$ cat config.mk
export PLATFORM = sky130hd
export DESIGN_NAME = rgb_to_hsv_converter
export DESIGN_NICKNAME = d
export VERILOG_FILES = /design/src/hdl/rhc_pkg.sv /design/src/hdl/rgb_to_hsv_converter.sv
export VERILOG_INCLUDE_DIRS = /design/src /design/src/hdl
export SDC_FILE = /design/constraint.sdc
export NUM_CORES = 2
export LEC_CHECK = 0
export BUFFER_PORTS_ARGS = -buffer_cell sky130_fd_sc_hd__clkbuf_2
export CORE_MARGIN = 1.5
export CORE_UTILIZATION = 40
export DETAILED_ROUTE_END_ITERATION = 8
export MAX_ROUTING_LAYER = met4
export SLEW_MARGIN = 15
export SYNTH_ARGS = -nofsm -noshare
export SYNTH_HDL_FRONTEND = slang
export SYNTH_SLANG_ARGS = --single-unit
$ cat constraint.sdc
create_clock -name i_clk -period 4.9 [get_ports i_clk]
set_input_delay 0.49 -clock i_clk [delete_from_list [all_inputs] [get_ports i_clk]]
set_output_delay 0.49 -clock i_clk [all_outputs]
set_load 0.005 [all_outputs]
$ cat src/hdl/rgb_to_hsv_converter_defines.svh
// ----------------------------------------------------------------------------
// rgb to hsv converter assertion macros
// shared property shorthands for the converter's checks
// ----------------------------------------------------------------------------
`ifndef RGB_TO_HSV_CONVERTER_DEFINES_SVH
`define RGB_TO_HSV_CONVERTER_DEFINES_SVH

// same-cycle implication under active-low reset
`define RHC_ASSERT_IMP(lbl, clk, rst_n, ante, cons, msg) \
    lbl: assert property (@(posedge clk) disable iff (!rst_n) (ante) |-> (cons)) \
        else $error(msg);

// next-cycle implication under active-low reset
`define RHC_ASSERT_NXT(lbl, clk, rst_n, ante, cons, msg) \
    lbl: assert property (@(posedge clk) disable iff (!rst_n) (ante) |=> (cons)) \
        else $error(msg);

`endif

$ cat src/hdl/rhc_pkg.sv
`timescale 1ns / 1ps
// ----------------------------------------------------------------------------
// rgb to hsv converter package
// widths, stage counts and pipeline record types
// ----------------------------------------------------------------------------
package rhc_pkg;

    localparam int COMPONENT_BITS = 16;
    localparam int FRAC_BITS      = 16;
    localparam int HUE_BITS       = FRAC_BITS;
    localparam int SAT_BITS       = FRAC_BITS + 1;
    // remainder and divisor width for the hue divide (six times delta)
    localparam int HUE_DIV_BITS   = COMPONENT_BITS + 3;
    localparam int DIV_STEPS      = FRAC_BITS;
    localparam int FRONT_STAGES   = 3;
    localparam int NUM_STAGES     = FRONT_STAGES + DIV_STEPS + 1;

    typedef enum logic [1:0] {
        SEC_RED,
        SEC_GREEN,
        SEC_BLUE
    } t_sector;

    typedef struct packed {
        logic [COMPONENT_BITS-1:0] red;
        logic [COMPONENT_BITS-1:0] green;
        logic [COMPONENT_BITS-1:0] blue;
    } t_pix;

    typedef struct packed {
        logic [COMPONENT_BITS-1:0] red;
        logic [COMPONENT_BITS-1:0] green;
        logic [COMPONENT_BITS-1:0] blue;
        logic [COMPONENT_BITS-1:0] hi;
        logic [COMPONENT_BITS-1:0] lo;
        t_sector                   sector;
    } t_ext;

    typedef struct packed {
        logic [COMPONENT_BITS-1:0]        hi;
        logic [COMPONENT_BITS-1:0]        delta;
        logic signed [COMPONENT_BITS:0]   diff;
        t_sector                          sector;
    } t_dif;

    typedef struct packed {
        logic [COMPONENT_BITS-1:0] hi;
        logic [COMPONENT_BITS-1:0] sat_rem;
        logic [SAT_BITS-1:0]       sat_q;
        logic [HUE_DIV_BITS-1:0]   hue_rem;
        logic [HUE_DIV_BITS-1:0]   six;
        logic [HUE_BITS-1:0]       hue_q;
        logic                      hi_zero;
        logic                      delta_zero;
    } t_div;

endpackage

$ cat src/hdl/rgb_to_hsv_converter.sv
`timescale 1ns / 1ps
// ----------------------------------------------------------------------------
// rgb to hsv converter
// pipelined pixel color space conversion, while unstalled one pixel per clock
// ----------------------------------------------------------------------------
// usage
// - input channel: i_valid with i_red_in / i_green_in / i_blue_in, the block
//   drives o_stall; a request is taken on a rising edge with i_valid high
//   and o_stall low
// - output channel: o_valid with o_hue_out / o_saturation_out / o_value_out,
//   the receiver drives i_stall; a request is delivered on an edge with
//   o_valid high and i_stall low
// - 20 register stages: input register, max/min, delta and difference,
//   divide setup, then 16 restoring divide steps that form hue and
//   saturation one quotient bit per stage each
// - o_valid rises once the accepted pixel has passed every stage in order;
//   throughput one pixel per cycle when unstalled, set by the one-bit divides
// - a stalled output holds its request; empty stages behind it keep
//   filling, so the input is stalled only once every stage holds a pixel
// - reset (synchronous, active low) empties every stage; no other state
// ----------------------------------------------------------------------------
module rgb_to_hsv_converter (
    input  logic                                i_clk,
    input  logic                                i_rst_n,
    input  logic                                i_valid,
    output logic                                o_stall,
    input  logic [rhc_pkg::COMPONENT_BITS-1:0]  i_red_in,
    input  logic [rhc_pkg::COMPONENT_BITS-1:0]  i_green_in,
    input  logic [rhc_pkg::COMPONENT_BITS-1:0]  i_blue_in,
    output logic                                o_valid,
    input  logic                                i_stall,
    output logic [rhc_pkg::HUE_BITS-1:0]        o_hue_out,
    output logic [rhc_pkg::SAT_BITS-1:0]        o_saturation_out,
    output logic [rhc_pkg::COMPONENT_BITS-1:0]  o_value_out
);
    import rhc_pkg::*;
    `include "rgb_to_hsv_converter_defines.svh"

    localparam int CB = COMPONENT_BITS;

    // stage valid bits, stage 0 is the input register
    logic [NUM_STAGES-1:0] r_valid;
    logic [NUM_STAGES-1:0] n_valid;
    // load enable per stage
    logic [NUM_STAGES-1:0] stage_en;

    t_pix r_s1;
    t_ext r_s2, n_s2;
    t_dif r_s3, n_s3;
    t_div r_div [0:DIV_STEPS];
    // setup stage next value, then one next value per divide step
    t_div n_div0;
    t_div n_div [1:DIV_STEPS];

    // divide step scratch
    logic [CB:0]             sat_trial [1:DIV_STEPS];
    logic                    sat_bit   [1:DIV_STEPS];
    logic [HUE_DIV_BITS:0]   hue_trial [1:DIV_STEPS];
    logic                    hue_bit   [1:DIV_STEPS];

    // setup stage scratch
    logic [HUE_DIV_BITS-1:0] delta_ext;
    logic [HUE_DIV_BITS-1:0] delta_x2;
    logic [HUE_DIV_BITS-1:0] delta_x4;
    logic [HUE_DIV_BITS-1:0] six_delta;
    logic [HUE_DIV_BITS-1:0] hue_base;
    logic [HUE_DIV_BITS-1:0] diff_ext;
    logic                    sat_int;

    // ------------------------------------------------------------------
    // flow control: a stage loads when it is empty or when everything
    // ahead of it moves; bubbles collapse behind a stalled output
    // ------------------------------------------------------------------
    always_comb begin
        stage_en[NUM_STAGES-1] = !r_valid[NUM_STAGES-1] || !i_stall;
        for (int k = NUM_STAGES - 2; k >= 0; k--) begin
            stage_en[k] = !r_valid[k] || stage_en[k+1];
        end
    end

    always_comb begin
        n_valid[0] = stage_en[0] ? i_valid : r_valid[0];
        for (int k = 1; k < NUM_STAGES; k++) begin
            n_valid[k] = stage_en[k] ? r_valid[k-1] : r_valid[k];
        end
    end

    always_ff @(posedge i_clk) begin
        if (!i_rst_n) begin
            r_valid <= '0;
        end else begin
            r_valid <= n_valid;
        end
    end

    assign o_stall = !stage_en[0];

    // ------------------------------------------------------------------
    // stage 1: max, min and the winning sector (red, then green, then blue)
    // ------------------------------------------------------------------
    always_comb begin
        n_s2.red   = r_s1.red;
        n_s2.green = r_s1.green;
        n_s2.blue  = r_s1.blue;
        n_s2.hi    = (r_s1.red > r_s1.green) ? r_s1.red : r_s1.green;
        if (r_s1.blue > n_s2.hi) begin
            n_s2.hi = r_s1.blue;
        end
        n_s2.lo    = (r_s1.red < r_s1.green) ? r_s1.red : r_s1.green;
        if (r_s1.blue < n_s2.lo) begin
            n_s2.lo = r_s1.blue;
        end
        if (r_s1.red == n_s2.hi) begin
            n_s2.sector = SEC_RED;
        end else if (r_s1.green == n_s2.hi) begin
            n_s2.sector = SEC_GREEN;
        end else begin
            n_s2.sector = SEC_BLUE;
        end
    end

    // ------------------------------------------------------------------
    // stage 2: delta and the signed component difference of the sector
    // ------------------------------------------------------------------
    always_comb begin
        n_s3.hi     = r_s2.hi;
        n_s3.delta  = r_s2.hi - r_s2.lo;
        n_s3.sector = r_s2.sector;
        case (r_s2.sector)
            SEC_RED:   n_s3.diff = $signed({1'b0, r_s2.green}) - $signed({1'b0, r_s2.blue});
            SEC_GREEN: n_s3.diff = $signed({1'b0, r_s2.blue}) - $signed({1'b0, r_s2.red});
            SEC_BLUE:  n_s3.diff = $signed({1'b0, r_s2.red}) - $signed({1'b0, r_s2.green});
            default:   n_s3.diff = '0;
        endcase
    end

    // ------------------------------------------------------------------
    // stage 3: divide setup
    // hue numerator = sector offset in units of delta plus the difference,
    // wrapped by six delta in the red sector when negative; for nonzero delta
    // it lands in 0 .. 6*delta-1. saturation integer bit is delta >= max
    // ------------------------------------------------------------------
    always_comb begin
        delta_ext = HUE_DIV_BITS'(r_s3.delta);
        delta_x2  = delta_ext << 1;
        delta_x4  = delta_ext << 2;
        six_delta = delta_x2 + delta_x4;
        diff_ext  = {{(HUE_DIV_BITS-CB-1){r_s3.diff[CB]}}, r_s3.diff};
        case (r_s3.sector)
            SEC_RED:   hue_base = r_s3.diff[CB] ? six_delta : '0;
            SEC_GREEN: hue_base = delta_x2;
            SEC_BLUE:  hue_base = delta_x4;
            default:   hue_base = '0;
        endcase
        sat_int = (r_s3.delta >= r_s3.hi);

        n_div0.hi         = r_s3.hi;
        n_div0.sat_rem    = sat_int ? (r_s3.delta - r_s3.hi) : r_s3.delta;
        n_div0.sat_q      = SAT_BITS'(sat_int);
        n_div0.hue_rem    = hue_base + diff_ext;
        n_div0.six        = six_delta;
        n_div0.hue_q      = '0;
        n_div0.hi_zero    = (r_s3.hi == '0);
        n_div0.delta_zero = (r_s3.delta == '0);
    end

    // ------------------------------------------------------------------
    // divide stages: one restoring step per stage for each quotient;
    // the last stage clears hue for grey and saturation for black
    // ------------------------------------------------------------------
    always_comb begin
        for (int j = 1; j <= DIV_STEPS; j++) begin
            sat_trial[j] = {r_div[j-1].sat_rem, 1'b0};
            sat_bit[j]   = (sat_trial[j] >= {1'b0, r_div[j-1].hi});
            hue_trial[j] = {r_div[j-1].hue_rem, 1'b0};
            hue_bit[j]   = (hue_trial[j] >= {1'b0, r_div[j-1].six});

            n_div[j]         = r_div[j-1];
            n_div[j].sat_rem = sat_bit[j]
                             ? CB'(sat_trial[j] - {1'b0, r_div[j-1].hi})
                             : CB'(sat_trial[j]);
            n_div[j].sat_q   = {r_div[j-1].sat_q[SAT_BITS-2:0], sat_bit[j]};
            n_div[j].hue_rem = hue_bit[j]
                             ? HUE_DIV_BITS'(hue_trial[j] - {1'b0, r_div[j-1].six})
                             : HUE_DIV_BITS'(hue_trial[j]);
            n_div[j].hue_q   = {r_div[j-1].hue_q[HUE_BITS-2:0], hue_bit[j]};

            if (j == DIV_STEPS) begin
                if (r_div[j-1].hi_zero) begin
                    n_div[j].sat_q = '0;
                end
                if (r_div[j-1].delta_zero) begin
                    n_div[j].hue_q = '0;
                end
            end
        end
    end

    // ------------------------------------------------------------------
    // payload registers, loaded with their stage
    // ------------------------------------------------------------------
    always_ff @(posedge i_clk) begin
        if (stage_en[0]) begin
            r_s1.red   <= i_red_in;
            r_s1.green <= i_green_in;
            r_s1.blue  <= i_blue_in;
        end
        if (stage_en[1]) begin
            r_s2 <= n_s2;
        end
        if (stage_en[2]) begin
            r_s3 <= n_s3;
        end
        if (stage_en[FRONT_STAGES]) begin
            r_div[0] <= n_div0;
        end
        for (int j = 1; j <= DIV_STEPS; j++) begin
            if (stage_en[FRONT_STAGES + j]) begin
                r_div[j] <= n_div[j];
            end
        end
    end

    assign o_valid          = r_valid[NUM_STAGES-1];
    assign o_hue_out        = r_div[DIV_STEPS].hue_q;
    assign o_saturation_out = r_div[DIV_STEPS].sat_q;
    assign o_value_out      = r_div[DIV_STEPS].hi;

    // ------------------------------------------------------------------
    // checks
    // ------------------------------------------------------------------
    `RHC_ASSERT_IMP(a_black_is_zero, i_clk, i_rst_n,
        o_valid && (o_value_out == '0), (o_saturation_out == '0) && (o_hue_out == '0),
        "black pixel with nonzero hue or saturation")
    `RHC_ASSERT_IMP(a_sat_at_most_one, i_clk, i_rst_n,
        o_valid && o_saturation_out[SAT_BITS-1], o_saturation_out[SAT_BITS-2:0] == '0,
        "saturation above full scale")
    `RHC_ASSERT_NXT(a_accept_fills_input, i_clk, i_rst_n,
        i_valid && !o_stall, r_valid[0],
        "accepted request not held in input stage")

endmodule

==> run_results.csv <==
group,metric,value,unit
yosys,synth_top_flop_cell,"edfxtp_1",
yosys,post_synth_inst_count,7442,
setup_path,critical_path_arrival,5330,ps
route,via_per_inst,5.18,
grt,globalRouteTotalUtil,18.1,%
grt,grt_pass1_vias,56800,
layout,multi_input_gate_area,36500,um2
route,final_routed_drc_violation_total,0,
layout,seq_area,48700,um2
yosys,synth_area,89000,um2
cts,clk_pin_slew,60,ps
place,routabilityCongestion,0.886,
layout,layout.cell_area.non_filler,100000,um2
sta,achievable-frequency,210,MHz
yosys,synth_warnings,0,
layout,finish.utilization,45.5,%
setup_path,r2r_start,"n_s2[74]",
layout,mostFrequentLayoutCells,"edfxtp_1, inv_1, ha_1",
layout,commonest_non_fill_non_tap_cell_in_the_layout,"edfxtp_1",
yosys,synth.lib_cells_used.distinct,99,
setup_path,critPathKind,"reg2reg",
yosys,portion_of_synthesized_cell_area_occupied_by_the_leading_cell_type,54.2,%
setup_path,cp-end-kind,"register",
layout,design.final.nets,8568,
yosys,synth-seq-cells,1627,
sta,post-route-period-util,97.3,%
setup_path,worst_setup_sp_type,"register",
layout,area_growth,12.7,%
route,post_drt_wl_per_cell,18.5,um
sta,final-setup-viol-count,0,
yosys,seq_area_frac_synth,54.7,%
run,maxCapViolations,0,
yosys,synth-edff-count,1607,
route,detail_route.wirelength,202,mm
sta,final_period_minus_worst_setup_slack,4770,ps
yosys,synth.area.top_cells,"edfxtp_1, ha_1, mux2_2",
setup_path,critPathLaunch,"n_s2[74]",
yosys,post_synth.cell_area_avg,12.0,um2
sta,slew_headroom,26.7,%
yosys,synth_nets,8241,
floorplan,floorplan.io_pins,103,
grt,grt_antenna_before_repair,0,
sta,hold_viol,0,
yosys,async_set_reset_flop_share_out_of_synthesis,0,%
yosys,yosys.area.top_type,"edfxtp_1",
cts,cts_num_sinks,1627,
setup_path,crit_path_max_fanout,6,
sta,clock_skew,75.1,ps
floorplan,die_height,475,um
place,dp.final_hpwl,156,mm
cts,worst_skew_pair.late_latency,840,ps
layout,post_route_cells_drive_above_1_share,12.1,%
cts,ctsRootBufferMaster,"clkbuf_16",
route,drtAntennaViolNets,0,
floorplan,floorplan.initialDensity,40.4,%
floorplan,die-area,225000,um2
floorplan,die_width,475,um
min_path,hold_path_startpoint,"i_rst_n",
grt,grt_start_max_net_pins,102,
cts,tritoncts,"done",
route,initialDrtViolationCount,3270,
layout,num-fill-cells,19900,
place,port_buffers,102,
setup_path,req_time_crit_path,5470,ps
grt,wire_length_of_the_first_global_routing_pass,313,mm
outcome,status,"complete, no violations",
cts,cts_max_path_buffers,3,
floorplan,core_area,220000,um2
sta,transition_at_the_pin_with_the_smallest_max_transition_slack,1100,ps
cts,cts-htree-levels,4,
setup_path,rrSetupSlack,130,ps
route,drt-pass1-iter-count,6,
sta,unrepaired_setup_endpoints_after_global_routing,"true",
grt,grt_remaining_overflow,0,
cts,tritoncts_buffer_count,181,
floorplan,placementRows,172,
sta,final-max-slew-violation-count,0,
place,placed_area,93700,um2
min_path,holdCritPathClass,"in2reg",
route,route.vias.total,56300,
## sequential cells by signal (all words and copies together), names as in the netlist
name	count
delta_ext	16
diff_ext	17
n_div0	16
n_s2	48
n_s3	18
r_div	1426
r_s2	64
r_s3	2
r_valid	20
## area by class of cell
cell class / count / area share (%)
tap: 2958 / 3.69
sequential: 1627 / 48.5
antenna: 3 / 0.00748
clock inverter: 95 / 1.14
multi-input combinational: 4782 / 36.4
inverter: 891 / 3.34
clock buffer: 234 / 4.72
timing repair buffer: 286 / 2.21
## per-layer routing
metal  global-route usage, %  up-vias  wire [um]
li1                        -    27800          -
met2                    33.3      975     105000
met3                    2.17      354       5920
met1                    20.1    27200      82800
met5                       -        -          0
met4                    6.58        0       7400
## synth_stat cells (54+ instances only)
cell type,instances
inv_1,889
nand4_1,85
clkbuf_1,54
o21a_1,124
nor2_1,485
a21oi_1,451
buf_4,54
nor2b_1,163
mux2i_1,78
xnor2_1,322
nor3_1,179
nand2b_1,80
edfxtp_1,1607
xor2_1,140
nand3_1,115
o21ai_0,257
mux2_2,325
nand2_1,300
a21o_1,127
ha_1,710
## logic make-up after synthesis
family	synth area share, %
AND/OR/NAND/NOR	9.05
multiplexers	5.18
AO/OA/AOI/OAI	11.1
flip-flops	54.7
buffers and inverters	4.63
adder cells (fa/ha/maj)	10.8
XOR/XNOR	4.55
## what timing repair did
action	in CTS	in global routing
hold buffers	50	0
endpoints found under the setup margin	1	3
resized for setup	3	31
hold endpoints to repair	50	0
cloned	0	2
pin swaps	0	14
buffers inserted	0	5
## through the flow
| step | instances | worst slack, ps | setup TNS, ps | hold slack, ps |
|---|---|---|---|---|
| finish | 10900 | 134 | 0 | 308 |
| global route | 10900 | -71.2 | -71.2 | 284 |
| CTS | 10900 | 5.80 | 0 | 245 |
| detailed placement | 10500 | -33.8 | -33.8 | 405 |
| global placement | 10500 | -53.0 | -53.0 | 401 |
| floorplan | 7442 | 13.8 | 0 | 400 |
## worst max-delay path, cell delays in order, from the launching register on
cell and delay (ps):
edfxtp_1 440, ha_4 300, nand4_1 120, nor4_2 320, buf_4 170, nand4_1 130, o31a_1 140, buf_4 170
clkbuf_16 160, nor2_1 90, a21oi_1 60, ha_1 340, nand4_1 110, or4_4 530, or2_1 340, buf_4 180
a31oi_1 160, o2bb2ai_1 150, o2111ai_1 140, and4bb_1 350, o21ba_1 160
## path summary, 6_finish.rpt
kind / endpoint / cells after the start
worst min register to register: r_div[0][739] / 0
worst max-delay path: n_s3[1] / 20
worst max register to register: n_s3[1] / 20
worst min-delay path: r_valid[12] / 2
Power is not shown: default switching activity piles up to over one toggle a cycle in this logic, so the estimate is an artifact.
